$ cat src/hw/rtl/http_request_line_checker_top_assert.svh
// Assertion macros for the request line checker.
// Used by modules that clock on clock and reset on reset; no other dependencies.
`ifndef HTTP_REQUEST_LINE_CHECKER_TOP_ASSERT_SVH
`define HTTP_REQUEST_LINE_CHECKER_TOP_ASSERT_SVH

// same-cycle implication
`define HRLC_ASSERT_NOW(label, ante, cons, msg) \
   label: assert property (@(posedge clock) disable iff (reset) (ante) |-> (cons)) \
      else $error(msg);

// next-cycle implication
`define HRLC_ASSERT_NEXT(label, ante, cons, msg) \
   label: assert property (@(posedge clock) disable iff (reset) (ante) |=> (cons)) \
      else $error(msg);

`endif

$ cat src/hw/rtl/hrlc_pkg.sv
// Package for the request line checker: codes, word types and token tables.
// No dependencies.
`timescale 1ns / 1ps

package hrlc_pkg;

   localparam int URI_COUNT_WIDTH_DEFAULT = 13;
   localparam int MAX_URI_WIDTH = 12;
   localparam logic [MAX_URI_WIDTH-1:0] MAX_URI_RESET = 12'd2048;

   localparam logic [7:0] SPACE_CHAR = 8'h20;
   localparam logic [7:0] DOT_CHAR = 8'h2E;
   localparam logic [7:0] SLASH_CHAR = 8'h2F;
   localparam logic [7:0] CONTROL_LIMIT = 8'd32;

   localparam int METHOD_COUNT = 5;
   localparam int VERSION_COUNT = 2;
   localparam logic [3:0] METHOD_LONGEST = 4'd6;
   localparam logic [3:0] VERSION_LEN = 4'd8;
   localparam logic [3:0] POS_TOP = 4'd15;
   localparam logic [1:0] SPACE_TOP = 2'd3;

   localparam logic [1:0] TOKEN_METHOD = 2'd0;
   localparam logic [1:0] TOKEN_URI = 2'd1;
   localparam logic [1:0] TOKEN_VERSION = 2'd2;
   localparam logic [1:0] TOKEN_EXTRA = 2'd3;

   localparam logic [2:0] ERR_OK = 3'd0;
   localparam logic [2:0] ERR_MISSING = 3'd1;
   localparam logic [2:0] ERR_METHOD = 3'd2;
   localparam logic [2:0] ERR_URI = 3'd3;
   localparam logic [2:0] ERR_EXTRA = 3'd4;
   localparam logic [2:0] ERR_VERSION = 3'd5;

   localparam logic [2:0] METHOD_GET = 3'd0;
   localparam logic [2:0] METHOD_POST = 3'd1;
   localparam logic [2:0] METHOD_PATCH = 3'd2;
   localparam logic [2:0] METHOD_PUT = 3'd3;
   localparam logic [2:0] METHOD_DELETE = 3'd4;

   typedef struct packed {
      logic       valid;
      logic       last_byte;
      logic [7:0] line_byte;
   } in_word_type;

   typedef struct packed {
      logic [2:0] error_code;
      logic [2:0] method_code;
      logic       version_minor;
   } rsp_word_type;

   function automatic logic [3:0] method_len(input logic [2:0] idx);
      logic [3:0] len;
      unique case (idx)
         METHOD_GET: len = 4'd3;
         METHOD_POST: len = 4'd4;
         METHOD_PATCH: len = 4'd5;
         METHOD_PUT: len = 4'd3;
         METHOD_DELETE: len = 4'd6;
         default: len = 4'd0;
      endcase
      return len;
   endfunction

   function automatic logic [7:0] method_char(input logic [2:0] idx, input logic [3:0] pos);
      logic [7:0] ch;
      ch = 8'h00;
      unique case (idx)
         METHOD_GET: begin
            case (pos)
               4'd0: ch = "G";
               4'd1: ch = "E";
               4'd2: ch = "T";
               default: ch = 8'h00;
            endcase
         end
         METHOD_POST: begin
            case (pos)
               4'd0: ch = "P";
               4'd1: ch = "O";
               4'd2: ch = "S";
               4'd3: ch = "T";
               default: ch = 8'h00;
            endcase
         end
         METHOD_PATCH: begin
            case (pos)
               4'd0: ch = "P";
               4'd1: ch = "A";
               4'd2: ch = "T";
               4'd3: ch = "C";
               4'd4: ch = "H";
               default: ch = 8'h00;
            endcase
         end
         METHOD_PUT: begin
            case (pos)
               4'd0: ch = "P";
               4'd1: ch = "U";
               4'd2: ch = "T";
               default: ch = 8'h00;
            endcase
         end
         METHOD_DELETE: begin
            case (pos)
               4'd0: ch = "D";
               4'd1: ch = "E";
               4'd2: ch = "L";
               4'd3: ch = "E";
               4'd4: ch = "T";
               4'd5: ch = "E";
               default: ch = 8'h00;
            endcase
         end
         default: ch = 8'h00;
      endcase
      return ch;
   endfunction

   // sel 0 is HTTP/1.1, sel 1 is HTTP/1.0
   function automatic logic [7:0] version_char(input logic sel, input logic [3:0] pos);
      logic [7:0] ch;
      case (pos)
         4'd0: ch = "H";
         4'd1: ch = "T";
         4'd2: ch = "T";
         4'd3: ch = "P";
         4'd4: ch = "/";
         4'd5: ch = "1";
         4'd6: ch = ".";
         4'd7: ch = sel ? "0" : "1";
         default: ch = 8'h00;
      endcase
      return ch;
   endfunction

endpackage

$ cat src/hw/rtl/hrlc_input_stage.sv
// Input register for the request line checker: holds one byte word.
// Depends on hrlc_pkg.
`timescale 1ns / 1ps

module hrlc_input_stage (
   input  logic                clock,
   input  logic                reset,
   input  logic                req_valid,
   output logic                req_stall,
   input  logic [7:0]          req_line_byte,
   input  logic                req_last_byte,
   input  logic                consume,
   output hrlc_pkg::in_word_type in_word
);

   logic       valid_ff, valid_in;
   logic       last_ff;
   logic [7:0] data_ff;
   logic       load;

   assign req_stall = valid_ff && !consume;
   assign load = req_valid && !req_stall;

   always_comb begin
      valid_in = valid_ff;
      if (load) begin
         valid_in = 1'b1;
      end else if (consume) begin
         valid_in = 1'b0;
      end
   end

   always_ff @(posedge clock) begin
      if (reset) begin
         valid_ff <= 1'b0;
      end else begin
         valid_ff <= valid_in;
      end
   end

   always_ff @(posedge clock) begin
      if (load) begin
         data_ff <= req_line_byte;
         last_ff <= req_last_byte;
      end
   end

   assign in_word.valid = valid_ff;
   assign in_word.last_byte = last_ff;
   assign in_word.line_byte = data_ff;

endmodule

$ cat src/hw/rtl/hrlc_parser.sv
// Per-byte line state, length register and result decode for the request line checker.
// Depends on hrlc_pkg and http_request_line_checker_top_assert.svh.
`timescale 1ns / 1ps
`include "http_request_line_checker_top_assert.svh"

module hrlc_parser #(
   parameter int URI_COUNT_WIDTH = hrlc_pkg::URI_COUNT_WIDTH_DEFAULT
) (
   input  logic                                    clock,
   input  logic                                    reset,
   input  logic                                    csr_wr_en,
   input  logic [hrlc_pkg::MAX_URI_WIDTH-1:0]      csr_wr_data,
   input  hrlc_pkg::in_word_type                   in_word,
   input  logic                                    out_free,
   output logic                                    consume,
   output logic                                    res_load,
   output hrlc_pkg::rsp_word_type                  res_word,
   output logic [URI_COUNT_WIDTH-1:0]              res_uri_length
);

   localparam int CAP_W = (URI_COUNT_WIDTH > hrlc_pkg::MAX_URI_WIDTH + 1) ?
                          URI_COUNT_WIDTH : hrlc_pkg::MAX_URI_WIDTH + 1;
   localparam logic [CAP_W-1:0] COUNT_TOP = CAP_W'((2 ** URI_COUNT_WIDTH) - 1);

   logic [hrlc_pkg::MAX_URI_WIDTH-1:0] max_uri_ff;
   logic [1:0]                 space_ff, space_in;
   logic [3:0]                 pos_ff, pos_in;
   logic [4:0]                 mcand_ff, mcand_in;
   logic                       moverrun_ff, moverrun_in;
   logic [URI_COUNT_WIDTH-1:0] uri_ff, uri_in;
   logic                       ufault_ff, ufault_in;
   logic                       pdot_ff, pdot_in;
   logic [1:0]                 vcand_ff, vcand_in;
   logic                       voverrun_ff, voverrun_in;

   logic [CAP_W-1:0] count_cap, want, uri_ext, max_ext;
   logic [7:0]       ch;
   logic             method_ok, uri_ok, version_ok;
   logic [2:0]       err, mcode;

   assign consume = in_word.valid && (!in_word.last_byte || out_free);
   assign res_load = consume && in_word.last_byte;
   assign ch = in_word.line_byte;

   assign max_ext = CAP_W'(max_uri_ff);
   assign want = max_ext + CAP_W'(1);
   assign count_cap = (want < COUNT_TOP) ? want : COUNT_TOP;
   assign uri_ext = CAP_W'(uri_ff);

   always_comb begin
      space_in = space_ff;
      pos_in = pos_ff;
      mcand_in = mcand_ff;
      moverrun_in = moverrun_ff;
      uri_in = uri_ff;
      ufault_in = ufault_ff;
      pdot_in = pdot_ff;
      vcand_in = vcand_ff;
      voverrun_in = voverrun_ff;
      if (ch == hrlc_pkg::SPACE_CHAR) begin
         if (space_ff == hrlc_pkg::TOKEN_METHOD) begin
            for (int i = 0; i < hrlc_pkg::METHOD_COUNT; i++) begin
               if (hrlc_pkg::method_len(3'(i)) != pos_ff || moverrun_ff) begin
                  mcand_in[i] = 1'b0;
               end
            end
         end
         if (space_ff != hrlc_pkg::SPACE_TOP) begin
            space_in = space_ff + 2'd1;
         end
         pos_in = '0;
         pdot_in = 1'b0;
      end else begin
         case (space_ff)
            hrlc_pkg::TOKEN_METHOD: begin
               for (int i = 0; i < hrlc_pkg::METHOD_COUNT; i++) begin
                  if (pos_ff >= hrlc_pkg::method_len(3'(i)) ||
                      hrlc_pkg::method_char(3'(i), pos_ff) != ch) begin
                     mcand_in[i] = 1'b0;
                  end
               end
               if (pos_ff >= hrlc_pkg::METHOD_LONGEST) begin
                  moverrun_in = 1'b1;
               end
            end
            hrlc_pkg::TOKEN_URI: begin
               if ((pos_ff == 4'd0 && ch != hrlc_pkg::SLASH_CHAR) ||
                   (ch == hrlc_pkg::DOT_CHAR && pdot_ff) ||
                   (ch < hrlc_pkg::CONTROL_LIMIT)) begin
                  ufault_in = 1'b1;
               end
               pdot_in = (ch == hrlc_pkg::DOT_CHAR);
               if (uri_ext < count_cap) begin
                  uri_in = uri_ff + URI_COUNT_WIDTH'(1);
               end else begin
                  ufault_in = 1'b1;
               end
            end
            hrlc_pkg::TOKEN_VERSION: begin
               for (int i = 0; i < hrlc_pkg::VERSION_COUNT; i++) begin
                  if (pos_ff >= hrlc_pkg::VERSION_LEN ||
                      hrlc_pkg::version_char(1'(i), pos_ff) != ch) begin
                     vcand_in[i] = 1'b0;
                  end
               end
               if (pos_ff >= hrlc_pkg::VERSION_LEN) begin
                  voverrun_in = 1'b1;
               end
            end
            default: begin
            end
         endcase
         if (space_ff != hrlc_pkg::TOKEN_EXTRA && pos_ff != hrlc_pkg::POS_TOP) begin
            pos_in = pos_ff + 4'd1;
         end
      end
   end

   always_comb begin
      method_ok = (space_in != hrlc_pkg::TOKEN_METHOD) && (mcand_in != '0);
      uri_ok = (uri_in != '0) && !ufault_in &&
               (CAP_W'(uri_in) <= max_ext);
      version_ok = !voverrun_in && (pos_in == hrlc_pkg::VERSION_LEN) && (vcand_in != '0);
      if (space_in == hrlc_pkg::TOKEN_METHOD) begin
         err = hrlc_pkg::ERR_MISSING;
      end else if (!method_ok) begin
         err = hrlc_pkg::ERR_METHOD;
      end else if (space_in == hrlc_pkg::TOKEN_URI) begin
         err = hrlc_pkg::ERR_MISSING;
      end else if (!uri_ok) begin
         err = hrlc_pkg::ERR_URI;
      end else if (space_in == hrlc_pkg::TOKEN_EXTRA) begin
         err = hrlc_pkg::ERR_EXTRA;
      end else if (!version_ok) begin
         err = hrlc_pkg::ERR_VERSION;
      end else begin
         err = hrlc_pkg::ERR_OK;
      end
      mcode = hrlc_pkg::METHOD_GET;
      if (method_ok) begin
         for (int i = hrlc_pkg::METHOD_COUNT - 1; i >= 0; i--) begin
            if (mcand_in[i]) begin
               mcode = 3'(i);
            end
         end
      end
   end

   assign res_word.error_code = err;
   assign res_word.method_code = mcode;
   assign res_word.version_minor = (err == hrlc_pkg::ERR_OK) ? vcand_in[0] : 1'b0;
   assign res_uri_length = uri_in;

   always_ff @(posedge clock) begin
      if (reset) begin
         max_uri_ff <= hrlc_pkg::MAX_URI_RESET;
      end else if (csr_wr_en) begin
         max_uri_ff <= csr_wr_data;
      end
   end

   always_ff @(posedge clock) begin
      if (reset || res_load) begin
         space_ff <= '0;
         pos_ff <= '0;
         mcand_ff <= '1;
         moverrun_ff <= 1'b0;
         uri_ff <= '0;
         ufault_ff <= 1'b0;
         pdot_ff <= 1'b0;
         vcand_ff <= '1;
         voverrun_ff <= 1'b0;
      end else if (consume) begin
         space_ff <= space_in;
         pos_ff <= pos_in;
         mcand_ff <= mcand_in;
         moverrun_ff <= moverrun_in;
         uri_ff <= uri_in;
         ufault_ff <= ufault_in;
         pdot_ff <= pdot_in;
         vcand_ff <= vcand_in;
         voverrun_ff <= voverrun_in;
      end
   end

   `HRLC_ASSERT_NEXT(a_line_cleared, res_load,
      space_ff == hrlc_pkg::TOKEN_METHOD && uri_ff == '0 && mcand_ff == '1,
      "line state not cleared after final word")
   `HRLC_ASSERT_NOW(a_uri_capped, 1'b1, uri_ext <= count_cap, "URI count beyond its cap")
   `HRLC_ASSERT_NOW(a_ok_two_spaces, res_load && err == hrlc_pkg::ERR_OK,
      space_in == hrlc_pkg::TOKEN_VERSION && !ufault_in,
      "clean result without exactly two spaces")

endmodule

$ cat src/hw/rtl/hrlc_result_reg.sv
// Result register for the request line checker: holds one result word until taken.
// Depends on hrlc_pkg and http_request_line_checker_top_assert.svh.
`timescale 1ns / 1ps
`include "http_request_line_checker_top_assert.svh"

module hrlc_result_reg #(
   parameter int URI_COUNT_WIDTH = hrlc_pkg::URI_COUNT_WIDTH_DEFAULT
) (
   input  logic                       clock,
   input  logic                       reset,
   input  logic                       res_load,
   input  hrlc_pkg::rsp_word_type     res_word,
   input  logic [URI_COUNT_WIDTH-1:0] res_uri_length,
   output logic                       out_free,
   output logic                       rsp_valid,
   input  logic                       rsp_stall,
   output logic [2:0]                 rsp_error_code,
   output logic [2:0]                 rsp_method_code,
   output logic [URI_COUNT_WIDTH-1:0] rsp_uri_length,
   output logic                       rsp_version_minor
);

   logic                       valid_ff, valid_in;
   hrlc_pkg::rsp_word_type     word_ff;
   logic [URI_COUNT_WIDTH-1:0] uri_ff;

   assign out_free = !valid_ff || !rsp_stall;

   always_comb begin
      valid_in = valid_ff;
      if (res_load) begin
         valid_in = 1'b1;
      end else if (!rsp_stall) begin
         valid_in = 1'b0;
      end
   end

   always_ff @(posedge clock) begin
      if (reset) begin
         valid_ff <= 1'b0;
      end else begin
         valid_ff <= valid_in;
      end
   end

   always_ff @(posedge clock) begin
      if (res_load) begin
         word_ff <= res_word;
         uri_ff <= res_uri_length;
      end
   end

   assign rsp_valid = valid_ff;
   assign rsp_error_code = word_ff.error_code;
   assign rsp_method_code = word_ff.method_code;
   assign rsp_uri_length = uri_ff;
   assign rsp_version_minor = word_ff.version_minor;

   `HRLC_ASSERT_NOW(a_no_overwrite, valid_ff && rsp_stall, !res_load, "result overwritten while stalled")
   `HRLC_ASSERT_NOW(a_code_range, valid_ff, word_ff.error_code <= hrlc_pkg::ERR_VERSION, "error code out of range")
   `HRLC_ASSERT_NOW(a_minor_only_ok, valid_ff && word_ff.version_minor, word_ff.error_code == hrlc_pkg::ERR_OK, "minor digit set on failed line")

endmodule

$ cat src/hw/rtl/http_request_line_checker_top.sv
// Top level of the HTTP request line checker.
// Depends on hrlc_pkg, hrlc_input_stage, hrlc_parser and hrlc_result_reg.
`timescale 1ns / 1ps
//
// channel  prefix  direction  word
// request  req_    in         line_byte, last_byte
// response rsp_    out        error_code, method_code, uri_length, version_minor
// config   csr_    in         max_uri_length (write only)
//
// One byte word a cycle sustained while no final byte waits on a stalled result; a result word is valid in the cycle
// after its final byte is taken. The input register and the result register sit around the per-byte update.
// A stalled result holds only final byte words back; other bytes keep flowing.
// Synchronous active-high reset; max_uri_length resets to 2048.

module http_request_line_checker_top #(
   parameter int URI_COUNT_WIDTH = hrlc_pkg::URI_COUNT_WIDTH_DEFAULT
) (
   input  logic                                clock,
   input  logic                                reset,
   input  logic                                req_valid,
   output logic                                req_stall,
   input  logic [7:0]                          req_line_byte,
   input  logic                                req_last_byte,
   output logic                                rsp_valid,
   input  logic                                rsp_stall,
   output logic [2:0]                          rsp_error_code,
   output logic [2:0]                          rsp_method_code,
   output logic [URI_COUNT_WIDTH-1:0]          rsp_uri_length,
   output logic                                rsp_version_minor,
   input  logic                                csr_wr_en,
   input  logic [hrlc_pkg::MAX_URI_WIDTH-1:0]  csr_wr_data
);

   hrlc_pkg::in_word_type      in_word;
   hrlc_pkg::rsp_word_type     res_word;
   logic [URI_COUNT_WIDTH-1:0] res_uri_length;
   logic                       consume, res_load, out_free;

   hrlc_input_stage u_input (
      .clock        (clock),
      .reset        (reset),
      .req_valid    (req_valid),
      .req_stall    (req_stall),
      .req_line_byte(req_line_byte),
      .req_last_byte(req_last_byte),
      .consume      (consume),
      .in_word      (in_word)
   );

   hrlc_parser #(
      .URI_COUNT_WIDTH(URI_COUNT_WIDTH)
   ) u_parser (
      .clock         (clock),
      .reset         (reset),
      .csr_wr_en     (csr_wr_en),
      .csr_wr_data   (csr_wr_data),
      .in_word       (in_word),
      .out_free      (out_free),
      .consume       (consume),
      .res_load      (res_load),
      .res_word      (res_word),
      .res_uri_length(res_uri_length)
   );

   hrlc_result_reg #(
      .URI_COUNT_WIDTH(URI_COUNT_WIDTH)
   ) u_result (
      .clock            (clock),
      .reset            (reset),
      .res_load         (res_load),
      .res_word         (res_word),
      .res_uri_length   (res_uri_length),
      .out_free         (out_free),
      .rsp_valid        (rsp_valid),
      .rsp_stall        (rsp_stall),
      .rsp_error_code   (rsp_error_code),
      .rsp_method_code  (rsp_method_code),
      .rsp_uri_length   (rsp_uri_length),
      .rsp_version_minor(rsp_version_minor)
   );

endmodule
$ cat config.mk
export PLATFORM = sky130hd
export DESIGN_NAME = http_request_line_checker_top
export DESIGN_NICKNAME = d
export VERILOG_FILES = /design/src/hw/rtl/hrlc_pkg.sv /design/src/hw/rtl/hrlc_input_stage.sv /design/src/hw/rtl/hrlc_parser.sv /design/src/hw/rtl/hrlc_result_reg.sv /design/src/hw/rtl/http_request_line_checker_top.sv
export VERILOG_INCLUDE_DIRS = /design/src /design/src/hw/rtl
export SDC_FILE = /design/constraint.sdc
export NUM_CORES = 1
export LEC_CHECK = 0
export ABC_AREA = 0
export ABC_CLOCK_PERIOD_IN_PS = 5000
export BUFFER_PORTS_ARGS = -buffer_cell sky130_fd_sc_hd__clkbuf_2
export CORE_MARGIN = 2
export CORE_UTILIZATION = 60
export DETAILED_ROUTE_END_ITERATION = 8
export GPL_TIMING_DRIVEN = 1
export PLACE_DENSITY = 0.85
export SYNTH_ARGS = -nofsm -noshare
export SYNTH_HDL_FRONTEND = slang
export SYNTH_SLANG_ARGS = --single-unit
$ cat constraint.sdc
create_clock -name clock -period 5 [get_ports clock]
set_clock_uncertainty 0.2 [all_clocks]
set_input_delay 1 -clock clock [delete_from_list [all_inputs] [get_ports clock]]
set_output_delay 1 -clock clock [all_outputs]
set_load 0.01 [all_outputs]
# Word level (Yosys, flattened, before mapping)
# Memories as Yosys holds them, arrays and structs flattened. A register that Yosys moved wholly into a read port is not among the register bits.
# Cells that the tools add are included.
# totals
ff_bits	73
latchBits	0
mem_bits_rw	0
rom_bits	112
inputBits	26
output_inout_bits	22
word_cells	201
n_memories	2
# classes
add_sub_neg	4
n_mul	0
n_div	0
magnitude_cmp	10
eq_ne	27
n_shift	0
n_mux	85
bitwise	2
n_reduce_logical	51
# mem_list
memory	words	width	read_ports	rd_ports_with_merged_regs	wr	line	source
(no name shown)	8	7	1	1	0	hrlc_pkg.sv:124	case (pos)
(no name shown)	8	7	1	1	0	hrlc_pkg.sv:124	
# ops
operator	n
8-bit 2-to-1 mux	16
4-bit 2-to-1 mux	14
8-bit != test	7
7-bit one-hot mux with 4 select lines	2
13-bit 2-to-1 mux	4
7-bit one-hot mux with 3 select lines	2
7-bit one-hot mux with 5 select lines	1
3-bit 2-to-1 mux	11
1-bit 2-to-1 mux	26
8-bit by 6-bit equality test with 1-bit output, second input constant	2
4-bit >= comparator	4
1-bit logical OR	16
4-bit != test	4
5-bit 2-to-1 mux	3
12-bit by 1-bit adder with 13-bit output, second input constant	1
13-bit by 1-bit adder with 13-bit output, second input constant	1
13-bit by 12-bit <= comparator with 1-bit output	1
13-bit < comparator	1
13-bit < comparator, second input constant	1
13-bit nonzero test	1
1-bit logical AND	12
2-bit 2-to-1 mux	6
4-bit by 2-bit equality test with 1-bit output, second input constant	2
4-bit by 3-bit equality test with 1-bit output, second input constant	2
25 further kinds	39

# Depth between registers and ports, before layout
# logic_depth
depth_word	17
mapped_depth	23
mapped_depth_nobuf	22

# By module
# A second synthesis with hierarchy kept.
# hier_totals
cells_unflattened	601
hier_area_um2	5261.3
# by_module_without_submodules
module	n_inst	cells_each	area_per_inst_um2
hrlc_parser	1	562	4292.9
hrlc_result_reg	1	24	633.1
hrlc_input_stage	1	15	335.3

# Least setup slack after synthesis
# OpenSTA, ideal clock, no wires.
# synth_timing
kind	register to register
startpoint	register u_parser.max_uri_ff[0] in the netlist's numbering
endpoint	register u_result.word_ff, in the netlist u_result.rsp_version_minor, data pin
t_arrival_ps	4050
required_time_ps	4544
path_slack_ps	494
stages_incl_launch_ff	21
n_path_buf	1
period_less_slack_ps	4506
path_cell_list	dfxtp_1 > ha_1 > nand3_1 > nor3_1 > nand3_1 > xnor2_1 > ha_1 > a21o_2 > a21o_2 > nor3_2 > and2_4 > buf_6 > mux2_2 > ha_1 > and4_1 > nor2b_1 > o31ai_1 > a31oi_1 > nor2_1 > nand2_1 > and4_1
# synth_between
elab_chain_cells	15
# synth_rtl
item	line	source
from (decl)	hrlc_parser.sv:25	logic [hrlc_pkg::MAX_URI_WIDTH-1:0] max_uri_ff;
from (signal assigned)	hrlc_parser.sv:156	max_uri_ff <= hrlc_pkg::MAX_URI_RESET;
from (signal assigned)	hrlc_parser.sv:158	max_uri_ff <= csr_wr_data;
12-bit by 1-bit adder with 13-bit output (*)	hrlc_parser.sv:46	assign want = max_ext + CAP_W'(1);
13-bit < comparator	hrlc_parser.sv:47	assign count_cap = (want < COUNT_TOP) ? want : COUNT_TOP;
13-bit 2-to-1 mux (*)	hrlc_parser.sv:47	
13-bit < comparator (*)	hrlc_parser.sv:93	if (uri_ext < count_cap) begin
13-bit 2-to-1 mux (*)	hrlc_parser.sv:93	
13-bit 2-to-1 mux (*)	hrlc_parser.sv:74	case (space_ff)
13-bit 2-to-1 mux (*)	hrlc_parser.sv:60	if (ch == hrlc_pkg::SPACE_CHAR) begin
net res_uri_length[1]	http_request_line_checker_top.sv:36	logic [URI_COUNT_WIDTH-1:0] res_uri_length;
parallel branches: the longest is 2 deep, another holds 13-bit by 12-bit <= comparator with 1-bit output	-	
1-bit logical AND (*)	hrlc_parser.sv:121	uri_ok = (uri_in != '0) && !ufault_in &&
3-bit 2-to-1 mux (*)	hrlc_parser.sv:130	end else if (!uri_ok) begin
3-bit 2-to-1 mux (*)	hrlc_parser.sv:128	end else if (space_in == hrlc_pkg::TOKEN_URI) begin
3-bit 2-to-1 mux (*)	hrlc_parser.sv:126	end else if (!method_ok) begin
3-bit 2-to-1 mux (*)	hrlc_parser.sv:124	if (space_in == hrlc_pkg::TOKEN_METHOD) begin
3-bit logical NOT (*)	hrlc_parser.sv:151	assign res_word.version_minor = (err == hrlc_pkg::ERR_OK) ? vcand_in[0] : 1'b0;
to (signal assigned)	hrlc_result_reg.sv:48	word_ff <= res_word;
to (decl)	hrlc_result_reg.sv:24	hrlc_pkg::rsp_word_type word_ff;
# Mark *: on every way through the listed nets, which the timed path passes.
# A chain may end at the register's enable or synchronous reset.

# Worst setup path in the final report
# layout_timing
startpoint	register u_parser.max_uri_ff[2] in the netlist's numbering
endpoint	register u_result.word_ff, in the netlist u_result.rsp_version_minor, data pin
# Same word-level chain as after synthesis.

==> flow_summary.toml <==
[layout]
final_cell_area_sq_um = 5850
nets = 694
diodes = 0
syn_to_final_growth_pct = 9.94
final-instance-count-excl-fill = 747
fill_cells = 662
drive_above_1_share_pct = 17.5
fin_util_pct = 67.4

[clocking]
cts_tree = "done"
path_clk_slew_ps = 90
hold_buffers = 0
cts-root-buf = "clkbuf_8"
clock_latency_ps = 360
cts_buffer_depth = 2
cts.sinks = 84
cts_buffers = 9
htreeDepth = 3

[global_routing]
met1_usage_pct = 36.0
grt_pass1_wl_microns = 21100
use_met2_pct = 43.3
grt.overflow.total = 0
grt_max_degree = 29
grt_use_met3_pct = 3.94
grt_pass1_vias = 4476
grt.busiest_layer = "met2"
grtUsageTotal_pct = 26.6
grt_antenna_before_repair = 0

[critical_path]
slowest_delay_ps = 390
cp_common_cell = "and4_1"
cp-end-kind = "flop"
worstPathRequired_ps = 4920
path_cells = "inv_1 > nor3_1 > nand3_1 > nor2_2 > nand2_1 > xnor2_1 > ha_1 > and4_1 > a21o_2 > nor3_4 > and2_4 > nand4_1 > xnor2_1 > ha_1 > and4_1 > nor2b_1 > o31ai_2 > a31oi_2 > nor2_2 > nand2_1 > and4_1"
cp-start-kind = "flop"
cp_max_fo = 8
critPathArrivalTime_ps = 4790
crit_slowest_cell = "dfxtp_2"
path_class = "reg -> reg"

[sta]
worst_slack_ps = 135
fin_tns_setup_ps = 0
worst_slew_pin_slew_ps = 688
period_share_pct = 97.3
setup_viol = 0
holdWs_ps = 265
finalMaxSlewViolations = 0
period_needed_ps = 4870
relSlewSlack_pct = 52.9
max_freq_mhz = 206
final-hold-violation-count = 0

[routing]
vias = 4745
drc = 0
drt_iter0_drc = 496
first_pass_iters = 5
wirelength_microns = 13200
detail-route-antenna-nets = 0
routed_via_density = 6.35
post_drt_wl_per_cell_microns = 17.7

[place]
globalplace.congestion = 0.922
dp_hpwl_microns = 9150
numPortBuffers = 47
dp_slack_ps = -84.8
post-place-cells = 727
placedInstanceArea_sq_um = 5560

[synthesis]
synth-seq-cells = 84
ys_top_cells_by_area = "dfxtp_1 (21%), edfxtp_1 (16%), ha_1 (8.0%)"
yosys-top-cells-count = "nor2_1 (76), dfxtp_1 (55), nand2_1 (48)"
synthFlopType = "dfxtp_1"
synth-edff-count = 29
syn_area_sq_um = 5320
ys_warn_count = 0
syn-num-nets = 664
synth_area_leader_cell = "dfxtp_1"
yosysUniqueCellTypes = 77
yosysSeqAreaShare_pct = 37.0
yosysTopAreaCellShare_pct = 20.7
syn_inst = 604
synthMostInstantiatedCell = "nor2_1"
avgSynthCellArea_sq_um = 8.81
synth_async_sr_flop_share_pct = 0

[pwr]
power.total_mw = 1.37
pwr_density_cell_nw_per_um2 = 234
total_leakage_power_nw = 2.33
ir_drop_mv = 0.247

[floorplanning]
die_w_microns = 98.2
num_rows = 34
fp.coreArea_sq_um = 8680
die_h_microns = 98.2
start_util_pct = 61.3
top_level_ports = 48
die-area_sq_um = 9640

[flow_run]
cap_violations = 0

[hold_path]
hold_path_class = "reg -> reg"

[run_status]
status = "finished clean"
==> kinds of logic (layout without fill, tap and decap cells) <==
| family | count (synthesis) | count (layout) | share of synthesized area, % |
|---|---|---|---|
| DFF | 84 | 84 | 37.0 |
| xor gates and xnor gates | 56 | 56 | 9.21 |
| adders and majority gates | 35 | 35 | 8.18 |
| muxes | 14 | 14 | 2.66 |
| buffers and inverters | 66 | 101 | 5.34 |
| AOI/OAI and AO/OA | 112 | 112 | 14.7 |
| and+or+nand+nor | 237 | 237 | 22.9 |
==> worst max-delay path, delay by kind of cell (launching register included) <==
kind / cells / cell delay (ps)
xor gates and xnor gates: 2 / 470
adders and majority gates: 2 / 580
DFF: 1 / 390
AOI/OAI and AO/OA: 3 / 600
buffers and inverters: 1 / 80
and+or+nand+nor: 13 / 2310
==> what timing repair did <==
item,4_1_cts,5_1_grt
endpoints found under the setup margin,4,4
pin swaps,0,4
gates resized for setup,1,18
buffers inserted,0,4
==> layout by cell type (no fill, tap or decap), types with 17 or more instances in the layout <==
cell type  instances
inv_1             28
dfxtp_1           50
nand4_1           17
a21oi_1           31
nor3_1            19
nor2_1            74
edfxtp_1          29
nand2_1           48
clkbuf_2          47
xnor2_1           43
ha_1              34
==> path summary, 6_finish.rpt <==
kind	start	to	slack, ps	cells after the start
min	u_parser.pdot_ff$_SDFFE_PP0P_	u_parser.pdot_ff$_SDFFE_PP0P_	270	2
max reg2reg	u_parser.max_uri_ff[2]$_SDFFE_PP0P_	u_result.rsp_version_minor$_SDFFCE_PP0P_	130	21
max	u_parser.max_uri_ff[2]$_SDFFE_PP0P_	u_result.rsp_version_minor$_SDFFCE_PP0P_	130	21
min reg2reg	u_parser.pdot_ff$_SDFFE_PP0P_	u_parser.pdot_ff$_SDFFE_PP0P_	270	2
==> layout make-up <==
| cell class | count | area (sq um) | area share [%] |
|---|---|---|---|
| clock inverter | 7 | 67.6 | 1.15 |
| clock buffer | 9 | 124 | 2.12 |
| sequential | 84 | 1980 | 33.8 |
| inverter | 29 | 109 | 1.86 |
| timing repair buffer | 56 | 303 | 5.17 |
| multi-input combinational | 454 | 3140 | 53.6 |
| tap | 108 | 135 | 2.31 |
==> where the power goes <==
part | switching, mW | internal (mW)
Sequential | 0.0292 | 0.726
Clock | 0.265 | 0.191
Combinational | 0.0890 | 0.0678
Total | 0.384 | 0.985
==> routing by layer <==
layer  vias up  wire (microns)
met5         -               0
met1      2190            5470
met2       292            6250
li1       2219               -
met3        44            1080
met4         0             388
(Power assumes the default switching activity.)
